--- src/hdl/decimal_q8_fixed_point_convert_macros.svh ---
// Assertion macros for the decimal / s7.8 converter.
// Used by the top level only; no other dependencies.
`ifndef DECIMAL_Q8_FIXED_POINT_CONVERT_MACROS_SVH
`define DECIMAL_Q8_FIXED_POINT_CONVERT_MACROS_SVH

// Same-cycle implication, disabled during reset.
`define DQ8_ASSERT_NOW(label, clk, rstn, ante, cons, msg) \
    label: assert property (@(posedge clk) disable iff (!rstn) (ante) |-> (cons)) \
        else $error(msg);

// Next-cycle implication, disabled during reset.
`define DQ8_ASSERT_NEXT(label, clk, rstn, ante, cons, msg) \
    label: assert property (@(posedge clk) disable iff (!rstn) (ante) |=> (cons)) \
        else $error(msg);

`endif

--- src/hdl/dq8_pkg.sv ---
// Shared types and constants for the decimal / s7.8 converter.
// No dependencies.
package dq8_pkg;

    localparam int unsigned FRAC_BITS = 8;
    localparam logic [3:0]  MAX_DEC   = 4'd8;

    // command codes
    localparam logic CMD_TO_FIX = 1'b0;
    localparam logic CMD_TO_DEC = 1'b1;

    // input range guards for 0, 1 and 2 decimals
    localparam logic signed [15:0] OVER_HI0 = 16'sd127;
    localparam logic signed [15:0] OVER_LO0 = -16'sd128;
    localparam logic signed [15:0] OVER_HI1 = 16'sd1279;
    localparam logic signed [15:0] OVER_LO1 = -16'sd1280;
    localparam logic signed [15:0] OVER_HI2 = 16'sd12799;
    localparam logic signed [15:0] OVER_LO2 = -16'sd12800;

    // doubling window, multiply-by-5 window
    localparam logic signed [15:0] DBL_HI  = 16'sd16383;
    localparam logic signed [15:0] DBL_LO  = -16'sd16384;
    localparam logic signed [15:0] MUL_HI  = 16'sd6553;
    localparam logic signed [15:0] MUL_LO  = -16'sd6553;

    localparam logic signed [15:0] SAT_POS = 16'sd32767;
    localparam logic signed [15:0] SAT_NEG = -16'sd32768;

    // x / 5 == (x * 52429) >> 18, exact for 0 <= x <= 65535
    localparam logic [15:0] DIV5_RECIP = 16'd52429;
    localparam int unsigned DIV5_SHIFT = 18;

    typedef enum logic [0:0] {
        ST_IDLE,
        ST_RUN
    } state_t;

    typedef struct packed {
        logic load;
        logic step;
        logic emit;
    } ctrl_cmd_t;

    typedef struct packed {
        logic done;
    } dp_status_t;

endpackage

--- src/hdl/dq8_datapath.sv ---
// Datapath: operand register, shift and decimal counters, one step unit.
// Depends on dq8_pkg.
module dq8_datapath (
    input  logic                   clk,
    input  dq8_pkg::ctrl_cmd_t     cmd,
    input  logic                   command,
    input  logic signed [15:0]     value,
    input  logic [3:0]             decimals,
    output dq8_pkg::dp_status_t    status,
    output logic signed [15:0]     result
);

    logic signed [15:0] v_reg, v_next;
    logic [3:0]         shifts_reg, shifts_next;
    logic [3:0]         dec_reg, dec_next;
    logic               dir_reg, dir_next;
    logic signed [15:0] result_reg, result_next;

    logic [3:0]         dec_in;
    logic               over;
    logic               dbl_ok, mul_ok;
    logic [16:0]        mag;
    logic [32:0]        prod;
    logic signed [15:0] quot;
    logic signed [15:0] div5;
    logic signed [15:0] dbl_sat;
    logic signed [15:0] final_val;

    always_comb
    begin
        dec_in = (decimals > dq8_pkg::MAX_DEC) ? dq8_pkg::MAX_DEC : decimals;
        case (dec_in)
            4'd0:    over = (value > dq8_pkg::OVER_HI0) || (value < dq8_pkg::OVER_LO0);
            4'd1:    over = (value > dq8_pkg::OVER_HI1) || (value < dq8_pkg::OVER_LO1);
            4'd2:    over = (value > dq8_pkg::OVER_HI2) || (value < dq8_pkg::OVER_LO2);
            default: over = 1'b0;
        endcase
    end

    // divide by 5, truncating toward zero
    always_comb
    begin
        mag  = v_reg[15] ? (17'd0 - {v_reg[15], v_reg}) : {1'b0, v_reg};
        prod = mag * {1'b0, dq8_pkg::DIV5_RECIP};
        quot = {1'b0, prod[32:dq8_pkg::DIV5_SHIFT]};
        div5 = v_reg[15] ? -quot : quot;
    end

    always_comb
    begin
        if (v_reg > dq8_pkg::DBL_HI)
            dbl_sat = dq8_pkg::SAT_POS;
        else if (v_reg < dq8_pkg::DBL_LO)
            dbl_sat = dq8_pkg::SAT_NEG;
        else
            dbl_sat = v_reg <<< 1;
    end

    assign dbl_ok = (shifts_reg != 4'd0) && (v_reg < dq8_pkg::DBL_HI)
                    && (v_reg > dq8_pkg::DBL_LO);
    assign mul_ok = (dec_reg != 4'd0) && (v_reg < dq8_pkg::MUL_HI)
                    && (v_reg > dq8_pkg::MUL_LO);

    always_comb
    begin
        if (dir_reg == dq8_pkg::CMD_TO_FIX)
            status.done = (shifts_reg == 4'd0) && (dec_reg == 4'd0);
        else
            status.done = !mul_ok && (shifts_reg == 4'd0);
    end

    // digits that did not fit saturate by sign
    always_comb
    begin
        if (dir_reg == dq8_pkg::CMD_TO_DEC && dec_reg != 4'd0)
            final_val = (v_reg > 16'sd0) ? dq8_pkg::SAT_POS : dq8_pkg::SAT_NEG;
        else
            final_val = v_reg;
    end

    always_comb
    begin
        v_next      = v_reg;
        shifts_next = shifts_reg;
        dec_next    = dec_reg;
        dir_next    = dir_reg;
        result_next = result_reg;
        if (cmd.load)
        begin
            dir_next    = command;
            v_next      = value;
            dec_next    = dec_in;
            shifts_next = 4'(dq8_pkg::FRAC_BITS) - dec_in;
            if (command == dq8_pkg::CMD_TO_FIX && over)
            begin
                v_next      = (value > 16'sd0) ? dq8_pkg::SAT_POS : dq8_pkg::SAT_NEG;
                dec_next    = 4'd0;
                shifts_next = 4'd0;
            end
            else if (command == dq8_pkg::CMD_TO_DEC
                     && (value == dq8_pkg::SAT_POS || value == dq8_pkg::SAT_NEG))
            begin
                // extremes pass through as sentinels
                dec_next    = 4'd0;
                shifts_next = 4'd0;
            end
        end
        else if (cmd.step)
        begin
            if (dir_reg == dq8_pkg::CMD_TO_FIX)
            begin
                if (dbl_ok)
                begin
                    v_next      = v_reg <<< 1;
                    shifts_next = shifts_reg - 4'd1;
                end
                else if (dec_reg != 4'd0)
                begin
                    v_next   = div5;
                    dec_next = dec_reg - 4'd1;
                end
                else if (shifts_reg != 4'd0)
                begin
                    v_next      = dbl_sat;
                    shifts_next = shifts_reg - 4'd1;
                end
            end
            else
            begin
                if (mul_ok)
                begin
                    v_next   = v_reg + (v_reg <<< 2);
                    dec_next = dec_reg - 4'd1;
                end
                else if (shifts_reg != 4'd0)
                begin
                    v_next      = v_reg >>> 1;
                    shifts_next = shifts_reg - 4'd1;
                end
            end
        end
        if (cmd.emit)
            result_next = final_val;
    end

    always_ff @(posedge clk)
    begin
        v_reg      <= v_next;
        shifts_reg <= shifts_next;
        dec_reg    <= dec_next;
        dir_reg    <= dir_next;
        result_reg <= result_next;
    end

    assign result = result_reg;

endmodule

--- src/hdl/dq8_ctrl.sv ---
// Controller: idle/run sequencer and output-valid register.
// Depends on dq8_pkg.
module dq8_ctrl (
    input  logic                 clk,
    input  logic                 rst_n,
    input  logic                 in_valid,
    output logic                 in_ready,
    output logic                 out_valid,
    input  logic                 out_ready,
    input  dq8_pkg::dp_status_t  status,
    output dq8_pkg::ctrl_cmd_t   cmd
);

    dq8_pkg::state_t state_reg, state_next;
    logic            out_valid_reg, out_valid_next;

    always_comb
    begin
        state_next = state_reg;
        unique case (state_reg)
            dq8_pkg::ST_IDLE:
                if (in_valid)
                    state_next = dq8_pkg::ST_RUN;
            dq8_pkg::ST_RUN:
                if (status.done && (!out_valid_reg || out_ready))
                    state_next = dq8_pkg::ST_IDLE;
            default:
                state_next = dq8_pkg::ST_IDLE;
        endcase
    end

    always_comb
    begin
        in_ready = 1'b0;
        cmd      = '0;
        unique case (state_reg)
            dq8_pkg::ST_IDLE:
            begin
                in_ready = 1'b1;
                cmd.load = in_valid;
            end
            dq8_pkg::ST_RUN:
            begin
                cmd.step = !status.done;
                cmd.emit = status.done && (!out_valid_reg || out_ready);
            end
            default:
            begin
                in_ready = 1'b0;
            end
        endcase
    end

    always_comb
    begin
        if (cmd.emit)
            out_valid_next = 1'b1;
        else if (out_ready)
            out_valid_next = 1'b0;
        else
            out_valid_next = out_valid_reg;
    end

    always_ff @(posedge clk or negedge rst_n)
    begin
        if (!rst_n)
        begin
            state_reg     <= dq8_pkg::ST_IDLE;
            out_valid_reg <= 1'b0;
        end
        else
        begin
            state_reg     <= state_next;
            out_valid_reg <= out_valid_next;
        end
    end

    assign out_valid = out_valid_reg;

endmodule

--- src/hdl/decimal_q8_fixed_point_convert.sv ---
// Top level: decimal scaled <-> s7.8 fixed-point temperature converter.
// Depends on dq8_pkg, dq8_ctrl, dq8_datapath and the macros header.
//
//  channel | handshake           | payload
//  --------+---------------------+---------------------------------
//  in      | in_valid / in_ready | command, value, decimals
//  out     | out_valid/out_ready | result
//
// One transfer in, one transfer out. The input is taken in the idle state,
// then the step unit does one doubling, halving, divide-by-5 or
// multiply-by-5 per cycle: 0 to 8 steps (the shifts and the divides or
// multiplies add up to at most eight), then the result is loaded into
// the output register.
// The step count follows the decimals and the operand's magnitude.
// Reset (rst_n, async, active low) clears the sequencer and out_valid.
// A finished result waits in the output register; the next input transfer
// is taken meanwhile, and only the final load waits on a stalled output.
module decimal_q8_fixed_point_convert (
    input  logic               clk,
    input  logic               rst_n,
    input  logic               in_valid,
    output logic               in_ready,
    input  logic               command,
    input  logic signed [15:0] value,
    input  logic [3:0]         decimals,
    output logic               out_valid,
    input  logic               out_ready,
    output logic signed [15:0] result
);

`include "decimal_q8_fixed_point_convert_macros.svh"

    dq8_pkg::ctrl_cmd_t  cmd;     // load / step / emit
    dq8_pkg::dp_status_t status;  // no step left

    dq8_ctrl u_ctrl (
        .clk       (clk),
        .rst_n     (rst_n),
        .in_valid  (in_valid),
        .in_ready  (in_ready),
        .out_valid (out_valid),
        .out_ready (out_ready),
        .status    (status),
        .cmd       (cmd)
    );

    dq8_datapath u_dp (
        .clk      (clk),
        .cmd      (cmd),
        .command  (command),
        .value    (value),
        .decimals (decimals),
        .status   (status),
        .result   (result)
    );

    // after an input transfer the block is busy with that item
    `DQ8_ASSERT_NEXT(a_busy_after_accept, clk, rst_n, in_valid && in_ready, !in_ready, "input accepted while busy")

    // a new result only appears at the end of a conversion
    `DQ8_ASSERT_NOW(a_result_from_run, clk, rst_n, $rose(out_valid), !$past(in_ready), "result without conversion")

    // load, step and emit are mutually exclusive
    `DQ8_ASSERT_NOW(a_cmd_onehot, clk, rst_n, 1'b1, $onehot0({cmd.load, cmd.step, cmd.emit}), "conflicting datapath commands")

endmodule

--- config.mk ---
export PLATFORM = sky130hd
export DESIGN_NAME = decimal_q8_fixed_point_convert
export DESIGN_NICKNAME = d
export VERILOG_FILES = /design/src/hdl/dq8_pkg.sv /design/src/hdl/dq8_datapath.sv /design/src/hdl/dq8_ctrl.sv /design/src/hdl/decimal_q8_fixed_point_convert.sv
export VERILOG_INCLUDE_DIRS = /design/src /design/src/hdl
export SDC_FILE = /design/constraint.sdc
export NUM_CORES = 1
export LEC_CHECK = 0
export ABC_AREA = 1
export BUFFER_PORTS_ARGS = -buffer_cell sky130_fd_sc_hd__buf_2
export CORE_MARGIN = 2
export CORE_UTILIZATION = 25
export CTS_CLUSTER_DIAMETER = 40
export DETAILED_ROUTE_END_ITERATION = 8
export PLACE_DENSITY = 0.39
export SLEW_MARGIN = 20
export SYNTH_ARGS = -nofsm -noshare
export SYNTH_HDL_FRONTEND = slang
export SYNTH_SLANG_ARGS = --single-unit
--- constraint.sdc ---
create_clock -name clk -period 9.9 [get_ports clk]
set_input_delay 0 -clock clk [delete_from_list [all_inputs] [get_ports clk]]
set_output_delay 0 -clock clk [all_outputs]
set_load 0.01 [all_outputs]
---- Yosys cells after proc, flatten, opt, wreduce, memory -nomap -nowiden ----
Index checks and enable logic that the tools add are counted.
storage, ports and cells
  bits in registers ....................... 43
  latch bits .............................. 0
  RAM bits ................................ 0
  bits in read-only memories .............. 0
  bits of input ports ..................... 25
  output and inout bits ................... 18
  logic and storage cells ................. 116
  memories ................................ 0
cells by class
  add/subtract/negate cells ............... 6
  multipliers ............................. 1
  divide/modulo/power cells ............... 0
  order comparisons ....................... 15
  equality and inequality tests ........... 9
  shift-type cells ........................ 0
  multiplexer cells ....................... 44
  bitwise gates (word level) .............. 2
  reduce and logical (&&, ||, !) cells .... 31
operators with widths
  operator                                               count
  two-way mux 16 bit                                     14
  two-way mux 4 bit                                      18
  > comparator 16 x 15 -> 1 bit (second input constant)  3
  < comparator 16 x 15 -> 1 bit (second input constant)  3
  multiplier 17 x 16 -> 33 bit (second input constant)   1
  equality test 16 bit (second input constant)           2
  > comparator 16 x 1 -> 1 bit (second input constant)   2
  two-way mux 17 bit                                     1
  subtractor 1 x 16 -> 17 bit (first input constant)     1
  adder 16 bit                                           1
  > comparator 16 x 12 -> 1 bit (second input constant)  1
  > comparator 16 x 14 -> 1 bit (second input constant)  1
  > comparator 16 x 8 -> 1 bit (second input constant)   1
  < comparator 16 x 12 -> 1 bit (second input constant)  1
  < comparator 16 x 14 -> 1 bit (second input constant)  1
  < comparator 16 x 8 -> 1 bit (second input constant)   1
  negator 15 -> 16 bit                                   1
  two-way mux 15 bit                                     1
  zero test 4 bit                                        3
  logical AND 1 bit                                      10
  AND reduction 3 bit                                    3
  nonzero test 4 bit                                     2
  subtractor 4 x 1 -> 4 bit (second input constant)      2
  two-way mux 1 bit                                      7
  other kinds (18)                                       27

---- Depth between registers and ports, before layout ----
Gate-level depths: netlist of run 1.
  depth in word-level cells ............... 10
  mapped depth ............................ 41
  mapped depth without buffers ............ 41

---- Hierarchy ----
From an unflattened synthesis of run 1, not the netlist that was laid out.
second synthesis, totals
  cell total of the unflattened synthesis .. 1317
  area, all modules ....................... 9950.8 sq um
modules (own cells, without submodules)
  module        instances  cells each  area an instance (sq um)  sequential area each (sq um)
  dq8_datapath  1          1302        9835.7                    1231.2
  dq8_ctrl      1          15          115.1                     50.0

---- Worst setup path before layout of run 1 ----
Ideal clock, no wire load.
  kind .................................... reg-to-reg
  start ................................... register u_dp.v_reg[0]
  end ..................................... register u_dp.v_reg[10] (data pin)
  setup time .............................. 0.260 ns
  arrival ................................. 6.612 ns
  required time ........................... 9.640 ns
  slack ................................... 3.029 ns
  stages on the path, launching flop included .. 39
  path buffers ............................ 0
  clock period less this slack ............ 6.871 ns
  cells stage by stage .................... edfxtp_1 > inv_1 > ha_1 > nand2_1 > nor3_1 > nand3_1 > nor2_1 > inv_1 > o21ai_0 > xor2_1 > ha_1 > ha_1 > fa_1 > inv_1 > fa_1 > inv_1 > fa_1 > inv_1 > [3 not listed] > nand2_2 > inv_1 > nand2_1 > nand2_1 > a21oi_1 > nand3_1 > nand2_1 > nand2_2 > nor2_1 > inv_1 > nor2_1 > nand4_1 > nand2_2 > nand2_1 > nand2_1 > nand3_1 > nand2_1 > a21oi_2
between the ends
  word-level cells in the longest chain between the ends .. 10
  elaborated cells between the ends (all ways) .. 25
  those cells by class .................... add/sub (3); mul (1); order compare (6); mux (11); reduce/logical (4)
ends and longest elaborated chain
  item                          RTL line             RTL
  start: declaration            dq8_datapath.sv:13   logic signed [15:0] v_reg, v_next;
  start signal: assignment      dq8_datapath.sv:148  v_reg <= v_next;
  subtractor 1 x 16 -> 17 bit   dq8_datapath.sv:43   mag = v_reg[15] ? (17'd0 - {v_reg[15], v_reg}) : {1'b0, v_reg};
  two-way mux 17 bit            dq8_datapath.sv:43
  multiplier 17 x 16 -> 33 bit  dq8_datapath.sv:44   prod = mag * {1'b0, dq8_pkg::DIV5_RECIP};
  negator 15 -> 16 bit          dq8_datapath.sv:46   div5 = v_reg[15] ? -quot : quot;
  two-way mux 16 bit            dq8_datapath.sv:46
  two-way mux 16 bit            dq8_datapath.sv:117  else if (dec_reg != 4'd0)
  two-way mux 16 bit            dq8_datapath.sv:112  if (dbl_ok)
  two-way mux 16 bit *          dq8_datapath.sv:110  if (dir_reg == dq8_pkg::CMD_TO_FIX)
  two-way mux 16 bit *          dq8_datapath.sv:108  else if (cmd.step)
  two-way mux 16 bit *          dq8_datapath.sv:88   if (cmd.load)
  named net u_dp.v_next[10]     dq8_datapath.sv:13
Mark *: on every way through the listed nets, which the timed path passes. The rest lies on a longest branch. The select of a mux whose other input is x is not followed.
A chain may end at the register's enable or synchronous reset.

---- Worst setup path after layout of run 1 ----
  start ................................... register u_dp.v_reg[4]
  end ..................................... register u_dp.v_reg[14] (data pin)
Same word-level chain as after synthesis.

==> flow_summary.ini, run 1 <==
[cts]
htreeDepth = 2
cts_buffers = 5
cts.clk_slew.worst_paths_ns = 0.07
cts.path.max_buffers = 2
post-cts-setup-buffers = 0
cts_sinks = 43
clk-insertion-delay-late_ns = 0.31
cts-root-buf = clkbuf_16
cts_tree = done

[flow_run]
max-cap-violations = 0

[logic_synthesis]
synth_ff_type = edfxtp_1
synth_cell_types = 57
synth_seq_cells = 43
synthArstFlopShare = 0.04651
synth_edf_count = 41
synth_top_area_share = 0.1894
syn-cell-area_um2 = 10180
syn_inst = 1403
seq_area_frac_synth = 0.1259
yosys-top-cells-count = inv_1, nand2_1, ha_1
synth.area.top_cells = ha_1, fa_1, edfxtp_1, inv_1, nand2_1
yosys_warnings = 0
syn_area_per_cell_um2 = 7.253
yosysTopAreaCell = ha_1
yosysMostFrequentCell = inv_1

[detailed_routing]
wirelength_um = 34440
vias_per_cell = 4.579
via_count = 9043
wl_per_cell_um = 17.44
drt_iter0_drc = 671
drc = 0
dr.pass1.iters = 5
route.antenna.remaining_nets = 0

[timing]
worst_pin_slew_ns = 0.9115
fin_ws_ns = 1.864
drv_slew = 0
skew_ns = 0.01232
slew_headroom = 0.3917
fin_crit_sh = 0.8118
setup_violations = 0
fmax_mhz = 124.4
fin_setup_tns_ns = 0
rsz0062_at_grt = no
fin_hold_ws_ns = 0.001500
final_hold_viol_count = 0
period_minus_slack_ns = 8.036

[placement]
dpl.hpwl_um = 30170
globalplace.congestion = 0.8622
port_buffers = 42
dpl_worst_slack_ns = 1.913

[floorplanning]
rows = 73
core_um2 = 39910
die_area_um2 = 42330
die_y_um = 205.8
ioPinCount = 43
die_x_um = 205.8
initial_core_util = 0.2549

[grt]
grt_use_total = 0.1709
grt_pass1_wl_um = 54960
grt_max_degree = 33
use_met3 = 0.02534
gr-max-usage-layer = met2
use_met2 = 0.2611
grt_pass1_vias = 9321
antenna_found_initial = 0
grt.met1_usage = 0.2597
grt-ovfl-total = 0

[final_layout]
register_area_um2 = 1281
multi_input_area_um2 = 7520
fin_util = 0.2798
drive_gt1_frac = 0.07655
area_growth_pct = 9.750
n_antenna_cell = 0
layout.nets = 1714
num-fill-cells = 4452

[critical_path]
max_stage_delay_ns = 0.61
cp_max_fo = 8
endpoint_kind = register
crit_arrival_ns = 8.08
cpMostUsedCell = nand2_1
cp-start-kind = register
timing.critical_path.from = u_dp.v_reg[4]
r2r_start = u_dp.v_reg[4]
slowest_stage = xor2_1
path_class = register to register
required_ns = 9.94

[hold_path]
hp-class = input pin to async pin

[status]
run_status = completed
-- per-layer routing --
layer	vias up	share of wire
met5	-	0
met4	0	0.0093
met1	4240	0.51
met3	27	0.053
li1	4578	-
met2	198	0.43
-- stage by stage --
| stage | std cells | cell area, µm² |
|---|---|---|
| after floorplan | 1409 | 10200 |
| after global placement | 1963 | 10990 |
| after detailed placement | 1963 | 10990 |
| after CTS | 1975 | 11170 |
| after global routing | 1975 | 11170 |
| final | 1975 | 11170 |
-- path summary, 6_finish.rpt --
| path | endpoint | slack, ns | depth (start not counted) |
|---|---|---|---|
| max | u_dp.v_reg[14] | 1.86 | 33 |
| min | u_ctrl.out_valid | 0.001 | 2 |
| max reg2reg | u_dp.v_reg[14] | 1.86 | 33 |
| min reg2reg | u_ctrl.state_reg | 0.55 | 2 |
| max in group asynchronous | u_ctrl.out_valid | 9.81 | 2 |
| min in group clk | u_dp.dec_reg[2] | 0.07 | 2 |
-- worst max-delay path, delay by kind of cell (launching register included) --
kind	cells	cell delay, ns
flops	1	0.59
simple gates	18	2.49
compound gates	1	0.06
buf+inv	6	0.42
xor+xnor	1	0.61
fa+ha+maj	7	3.56
-- cell usage in the layout, fill, tap and decap left out, drive strengths merged, types with 41 or more instances in the layout --
master and instances:
a21oi 87, buf 51, edfxtp 41, fa 86
ha 154, inv 331, nand2 264, nand3 73
nor2 119, o21ai 61
-- final cells by class --
type / instances / share of cell area
Timing Repair Buffer: 55 / 0.02846
Inverter: 333 / 0.1120
Clock inverter: 2 / 0.001120
Sequential cell: 43 / 0.1147
Tap cell: 525 / 0.05882
Clock buffer: 6 / 0.01154
Multi-Input combinational cell: 1011 / 0.6733
-- cell families after synthesis --
family,Yosys count,share of synthesized area
AND/OR/NAND/NOR,517,0.2266
buffers and inverters,355,0.1373
adder cells (fa/ha/maj),240,0.3585
AO/OA/AOI/OAI,207,0.1173
flip-flops,43,0.1259
XOR/XNOR,39,0.03357
other,2,0.0007380
-- repair_timing --
item	in CTS	in global routing
hold buffers	4	0
resized for setup	0	0
endpoints found under the hold margin	5	0
Power of run 1 is not shown: default switching activity piles up to over one toggle a cycle in this logic, so the estimate is an artifact.
==> run 2, diff against run 1 <==
- clock period: 9.9 -> 7.45 ns (I/O delays scaled with it)
==> flow_summary.ini, run 2 (same netlist as run 1, synthesis figures left out) <==
[critical_path]
slowest_stage = fa_1
crit_arrival_ns = 7.10
path_depth = 40
critPathBufInv = 10
ff2ff_path_depth = 40
max_stage_delay_ns = 0.58
endpoint_kind = register
cp_max_fo = 4
cpMostUsedCell = inv_1
cpLargestDelayFamily = adder cells
required_ns = 7.50
r2r_slack_ns = 0.39
path_class = register to register
cp-start-kind = register

[timing]
setup_violations = 0
fin_ws_ns = 0.3927
final_hold_viol_count = 0
fmax_mhz = 141.7
period_minus_slack_ns = 7.057
fin_crit_sh = 0.9473
fin_hold_ws_ns = 0.03237
worst_pin_slew_ns = 0.8939
slew_headroom = 0.3995
skew_ns = 0.009277
drv_slew = 0

[final_layout]
layout_common_cells = inv_1, nand2_1, ha_1
layout.nets = 1785
drive_gt1_frac = 0.1624
final_common_cell = inv_1
n_antenna_cell = 0
stdcell_count = 2046
area_growth_pct = 18.49

[detailed_routing]
dr.pass1.iters = 5
wl_per_cell_um = 17.25
drc = 0
wirelength_um = 35300
drt_iter0_drc = 572
route.antenna.remaining_nets = 0
vias_per_cell = 4.576
via_count = 9362

[floorplanning]
rows = 73
die_area_um2 = 42330
initial_core_util = 0.2549
die_x_um = 205.8
ioPinCount = 43
core_um2 = 39910
die_y_um = 205.8

[cts]
htreeDepth = 2
cts-root-buf = clkbuf_16
cts_tree = done
clk-insertion-delay-late_ns = 0.30
cts_buffers = 5
cts_sinks = 43
cts.path.max_buffers = 2
cts.clk_slew.worst_paths_ns = 0.07

[grt]
grt_pass1_wl_um = 55460
grt_max_degree = 25
grt-ovfl-total = 0
grt_pass1_vias = 9458
grt_use_total = 0.1718
antenna_found_initial = 1

[hold_path]
hp-class = input pin to async pin

[placement]
place_inst = 2022
dpl.hpwl_um = 31210
dpl_worst_slack_ns = -0.1624
port_buffers = 42
globalplace.congestion = 0.8924

[flow_run]
max-cap-violations = 0

[status]
run_status = completed
run 2: changes by cell type in the layout (fill, tap and decap cells not counted), moves of 9 or more:
cell,change
nor2_2,+11
nor2_1,-15
buf_4,+71
ha_1,-13
ha_4,+9
nand2_1,-9
run 2: path summary, 6_finish.rpt:
path	startpoint	to
max	u_dp.v_reg[1]	u_dp.v_reg[15]
min	rst_n	u_ctrl.out_valid
max reg2reg	u_dp.v_reg[1]	u_dp.v_reg[15]
min reg2reg	u_ctrl.state_reg	u_ctrl.state_reg
max in group asynchronous	rst_n	u_ctrl.state_reg
min in group clk	decimals[3]	u_dp.dec_reg[2]
run 2: worst register-to-register path: cells and delay by family (launching register included):
| kind | cells | cell delay [ns] |
|---|---|---|
| fa+ha+maj | 8 | 3.24 |
| simple gates | 19 | 1.90 |
| buf+inv | 10 | 0.84 |
| flops | 1 | 0.43 |
| compound gates | 2 | 0.27 |
| xor+xnor | 1 | 0.15 |
run 2: area by class of cell:
class | count | area, µm²
clock buffer | 5 | 125.1
clock inverter | 3 | 38.79
fill | 4436 | 27860
inverter | 333 | 1251
multi-input combinational | 1011 | 7854
sequential | 43 | 1281
tap | 525 | 656.9
timing repair buffer | 126 | 850.8
run 2: timing repair:
| item | in CTS | in global routing |
|---|---|---|
| setup endpoints to repair | 11 | 15 |
| hold endpoints to repair | 5 | 0 |
| setup buffers | 2 | 10 |
| gates resized for setup | 7 | 82 |
| pin swaps | 3 | 20 |
| hold buffers | 4 | 0 |
run 2: routing by layer:
| layer | global-route usage | part of all wire | vias to the layer above |
|---|---|---|---|
| met2 | 0.2724 | 0.45 | 175 |
| met5 | 0 | 0.00028 | - |
| met4 | 0.01799 | 0.0098 | 2 |
| li1 | - | - | 4722 |
| met1 | 0.2531 | 0.50 | 4437 |
| met3 | 0.02534 | 0.040 | 26 |
run 2: per-stage QoR:
stage                     utilization  cell area, µm²  setup TNS [ns]
after floorplan                     -           10200               0
after global placement         0.2864           11430         -0.6024
after detailed placement       0.2864           11430         -0.8819
after global routing           0.3021           12060        -0.03213
after CTS                      0.2925           11670               0
final                          0.3021           12060               0
Power of run 2 is left out for the same reason.
